**config.mk**
```make
export PLATFORM = sky130hd
export DESIGN_NAME = rvm_ram
export DESIGN_NICKNAME = d
export VERILOG_FILES = /design/src/rtl/register_vm_execute_unit_core_defines.svh /design/src/rtl/rvm_ram.sv
export SDC_FILE = /design/constraint.sdc
export NUM_CORES = 1
export LEC_CHECK = 0
export BUFFER_PORTS_ARGS = -buffer_cell sky130_fd_sc_hd__buf_2
export CORE_UTILIZATION = 55
export CTS_CLUSTER_SIZE = 24
export DETAILED_ROUTE_END_ITERATION = 12
export GPL_TIMING_DRIVEN = 1
export PLACE_DENSITY = 0.76
export SLEW_MARGIN = 5
export SYNTH_ARGS = -nofsm -noshare
export SYNTH_HDL_FRONTEND = slang
export SYNTH_SLANG_ARGS = --single-unit
```
**constraint.sdc**
```tcl
create_clock -name clk_i -period 3.6 [get_ports clk_i]
set_clock_uncertainty 0.1 [all_clocks]
set_input_delay 0.18 -clock clk_i [delete_from_list [all_inputs] [get_ports clk_i]]
set_output_delay 0.18 -clock clk_i [all_outputs]
set_load 0.01 [all_outputs]
```
**src/rtl/register_vm_execute_unit_core_defines.svh**
```systemverilog
// Assertion macros shared by the RTL files.
`ifndef REGISTER_VM_EXECUTE_UNIT_CORE_DEFINES_SVH
`define REGISTER_VM_EXECUTE_UNIT_CORE_DEFINES_SVH

// Asserts that the antecedent implies the consequent in the same cycle.
`define RVM_ASSERT_IMP(label, clk, rst_n, ante, cons) \
  label: assert property (@(posedge clk) disable iff (!rst_n) (ante) |-> (cons)) \
    else $error("assertion failed");

// Asserts that the antecedent implies the consequent in the next cycle.
`define RVM_ASSERT_NEXT(label, clk, rst_n, ante, cons) \
  label: assert property (@(posedge clk) disable iff (!rst_n) (ante) |=> (cons)) \
    else $error("assertion failed");

`endif

```
**src/rtl/rvm_ram.sv**
```systemverilog
`default_nettype none
module rvm_ram #(
  parameter int unsigned Width = 32,
  parameter int unsigned Depth = 16
) (
  input  wire logic                     clk_i,
  input  wire logic                     we_i,
  input  wire logic [$clog2(Depth)-1:0] waddr_i,
  input  wire logic [Width-1:0]         wdata_i,
  input  wire logic [$clog2(Depth)-1:0] raddr_a_i,
  output logic      [Width-1:0]         rdata_a_o,
  input  wire logic [$clog2(Depth)-1:0] raddr_b_i,
  output logic      [Width-1:0]         rdata_b_o
);
  logic [Width-1:0] mem_q [Depth];

  always_ff @(posedge clk_i) begin
    if (we_i) begin
      mem_q[waddr_i] <= wdata_i;
    end
    rdata_a_o <= mem_q[raddr_a_i];
    rdata_b_o <= mem_q[raddr_b_i];
  end
endmodule
`default_nettype wire

```
# Yosys cells after proc, flatten, opt, wreduce, memory -nomap -nowiden

Memory sizes are Yosys's and may differ from the RTL's. A register that Yosys moved wholly into a read port is not among the register bits.
Index checks and enable logic that the tools add are counted.

Flip-flop bits (word level): 0
Bits in latches: 0
Bits in writable memories: 512
Bits in read-only memories: 0
Input bits: 46
Output and inout bits: 64
Logic and storage cells: 3
Memories kept: 1

Memory list:

| memory | words | bits a word | rd ports | clocked after Yosys merged registers in | write ports | line          | RTL |
|---|---|---|---|---|---|---|---|
| mem_q  | 16    | 32          | 2        | 2                                       | 1           | rvm_ram.sv:15 | `logic [Width-1:0] mem_q [Depth];` |

Add/sub/neg operators: 0
Multipliers: 0
Divide/modulo/power cells: 0
Magnitude comparators: 0
Equal/unequal tests: 0
Shifts and indexed selects: 0
Muxes and demuxes: 2
Bitwise gates (word level): 0
Reduce and logical (&&, ||, !) cells: 0

Operators with widths:

| cell             | number |
|---|---|
| 2-to-1 mux 1 bit | 2 |

# Logic depth before layout (Yosys ltp)

Depth after elaboration: 2
Depth in mapped cells: 5
Gate-level depth less buffers: 3

# Least setup slack after synthesis

Ideal clock, no wire load.

Path type: in2reg
From: input waddr_i[2]
To: memory mem_q[0][0] (enable)
Setup time: 461 ps
Arrival time: 2898 ps
Data required time: 3039 ps
Setup slack: 140 ps
Stages on the path: 2
Path buffers: 0
Cells stage by stage: or3b_2 -> nor3_1

RTL lines:

| what            | line          | RTL |
|---|---|---|
| start, declared | rvm_ram.sv:8  | `input wire logic [$clog2(Depth)-1:0] waddr_i,` |
| end, declared   | rvm_ram.sv:15 |  |

No word-level cell before the write port.

==> impl_metrics.yaml <==
worst_setup_path:
  cp_num_buf_inv: 4
  slowest_stage: "dlygate4sd3_1"
  required_ns: 4.05
  crit_chain: "dlygate4sd3_1 -> buf_2 -> nor2_4 -> dlygate4sd3_1 -> a22oi_1 -> dlygate4sd3_1 -> nand2_1"
  r2r-start: "mem_q[3][28]"
  critical_path_class: "in2reg"
  worst_setup_path_start_kind: "input pin"
  worstSetupEndpointType: "flip-flop"
  slowest_delay_ns: 0.61
  critical_path.top_delay_family: "buffers and inverters"
  startpoint: "raddr_b_i[2]"
  crit_fanout: 10
  cp_data_arrival_time_ns: 2.52
  path_common_cell: "dlygate4sd3_1"
min_path:
  hp-class: "in2reg"
  hp-start: "raddr_a_i[3]"
floorplanning:
  start_util: 0.559
  die-area_mm2: 0.0448
  core_mm2: 0.0433
  num_io_pins: 110
  die_h_um: 212
  num_rows: 76
  die_w_um: 212
drt:
  dr_total_vias: 12943
  route.detailed.drc: 0
  initialDrtViolationCount: 1417
  dr.pass1.iters: 5
  detail_route.wl_per_cell_um: 30.1
  via_per_inst: 6.69
  wl_mm: 58.2
  detail-route-antenna-nets: 0
place:
  routabilityCongestion: 0.762
  place_ws_ns: 1.37
  io_buffers: 109
  dp.cells: 1791
  dp_hpwl_mm: 30.9
clock_tree:
  clkSinkCount: 576
  postCtsSetupBuffers: 0
  insertion_delay_ns: 0.61
  numCtsBuffers: 57
  ctsHtreeMaxLevel: 2
  cts_tree: "done"
  clockBufferDepth: 3
  clk_pin_slew_ns: 0.06
  cts-root-buf: "clkbuf_16"
yosys:
  syn_inst: 1141
  yosys_warnings: 0
  syn_area_mm2: 0.0242
  synth_cell_types: 17
  synth-edff-count: 512
  yosys.area.top_type: "edfxtp_1"
  synth_flop_cell: "edfxtp_1"
  yosysMostFrequentCell: "edfxtp_1"
  synth.top_cell.area_share: 0.636
  avgSynthCellArea_um2: 21.2
  netlist_top_cells_count: "edfxtp_1, mux4_2, a22oi_1, nand2_1, dfxtp_1"
  async_flop_share: 0
  ys_seq_elements: 576
  syn_nets: 1187
  synth.yosys.seq_area_share: 0.689
  synth_area_leaders: "edfxtp_1, mux4_2, dfxtp_1"
timing:
  holdWs_ns: 0.0361
  final.setup.worst_slack_ns: 1.53
  period_needed_ns: 2.07
  slew_headroom: 0.241
  slew_violations: 0
  finalSetupTns_ns: 0
  fmax_mhz: 482
  setup_viol_count_final: 0
  rsz0062_at_grt: "no"
  worstMarginPinSlew_ns: 1.14
  final-hold-violation-count: 0
  min_period_over_period: 0.576
global_routing:
  grt_usage: 0.267
  grt_max_degree: 55
  overflow: 0
  grt_pass1_vias: 13663
  antenna_found_initial: 2
  grt_pass1_wl_mm: 84.9
status:
  status: "finished clean"
layout:
  final_cells: 1935
  drive_gt1_frac: 0.391
  syn2layout_area_growth_pct: 16.6
  multi_input_area_mm2: 0.00728
  register_area_mm2: 0.0167
  finish.net_count: 1346
  fillers: 2769
flow_run:
  drv_cap: 0
power:
  p_per_area_mw_per_mm2: 548
  p_leak_nw: 9.30
  ir_drop_mv: 0.656
[layer usage]
metal / GRT usage / up-vias / wire length (µm)
met5: 0 / - / 8
met4: 0.115 / 2 / 2100
met3: 0.0421 / 148 / 4890
met2: 0.458 / 718 / 30300
met1: 0.341 / 6792 / 21000
li1: - / 5283 / -
[cell type report]
type	instances	area share
diodes	1	0.0000887
repair buffers	186	0.0482
flip-flops and latches	576	0.591
clock inverters	33	0.0195
well taps	585	0.0260
multi-input cells	479	0.258
clock buffers	75	0.0577
[state kept, by name, indices dropped and copies added, names as in the netlist]
| name | count |
|---|---|
| mem_q | 512 |
| rdata_b_o | 32 |
| rdata_a_o | 32 |
[worst min-delay path, delay by kind of cell]
family,cells,cell delay (ns)
buffers and inverters,1,0.16
and+or+nand+nor,2,0.18
AOI/OAI and AO/OA,1,0.17
[metrics by stage]
| stage | utilization | cell area, µm² | total power [mW] |
|---|---|---|---|
| 2_1_floorplan | - | 24200 | 8.37 |
| 3_5_place_dp | 0.593 | 25700 | 8.81 |
| 3_3_place_gp | 0.593 | 25700 | 8.78 |
| 5_1_grt | 0.652 | 28200 | 15.8 |
| 4_1_cts | 0.652 | 28200 | 15.5 |
| 6_report | 0.652 | 28200 | 15.5 |
[logic make-up (layout without fill, tap and decap cells)]
group | count (synthesis) | after routing | share of synthesized area
flops | 576 | 576 | 0.689
other cells | 0 | 1 | 0
compound gates | 128 | 128 | 0.0397
simple gates | 95 | 95 | 0.0163
buf+inv | 86 | 294 | 0.0170
mux | 256 | 256 | 0.238
[what timing repair did]
| item | in CTS | in global routing |
|---|---|---|
| hold buffers | 35 | 0 |
| resized for setup | 0 | 0 |
| hold endpoints to repair | 513 | 0 |
[where the power goes]
group / switching, mW / internal, mW
combinational: 0.615 / 0.516
sequential: 0.0858 / 7.48
clock: 2.51 / 4.25
[path summary, 6_finish.rpt]
path | to | slack [ns] | depth (start not counted)
hold reg to reg | rdata_a_o[21] | 0.59 | 3
setup reg to reg | rdata_b_o[28] | 1.70 | 4
setup / recovery | rdata_b_o[28] | 1.53 | 7
hold / removal | rdata_a_o[5] | 0.04 | 4
[cells in the final DEF (no fill, tap or decap), drive strengths merged, types with 3 or more instances in the layout]
| cell type | instances |
|---|---|
| clkinvlp | 3 |
| nor2b | 4 |
| clkinv | 14 |
| nand2 | 65 |
| nor2 | 14 |
| dfxtp | 64 |
| clkbuf | 77 |
| nor3 | 4 |
| edfxtp | 512 |
| a22oi | 128 |
| mux4 | 256 |
| dlygate4sd3 | 35 |
| bufinv | 15 |
| buf | 149 |
Note: power is estimated with default switching activity, not from simulation.
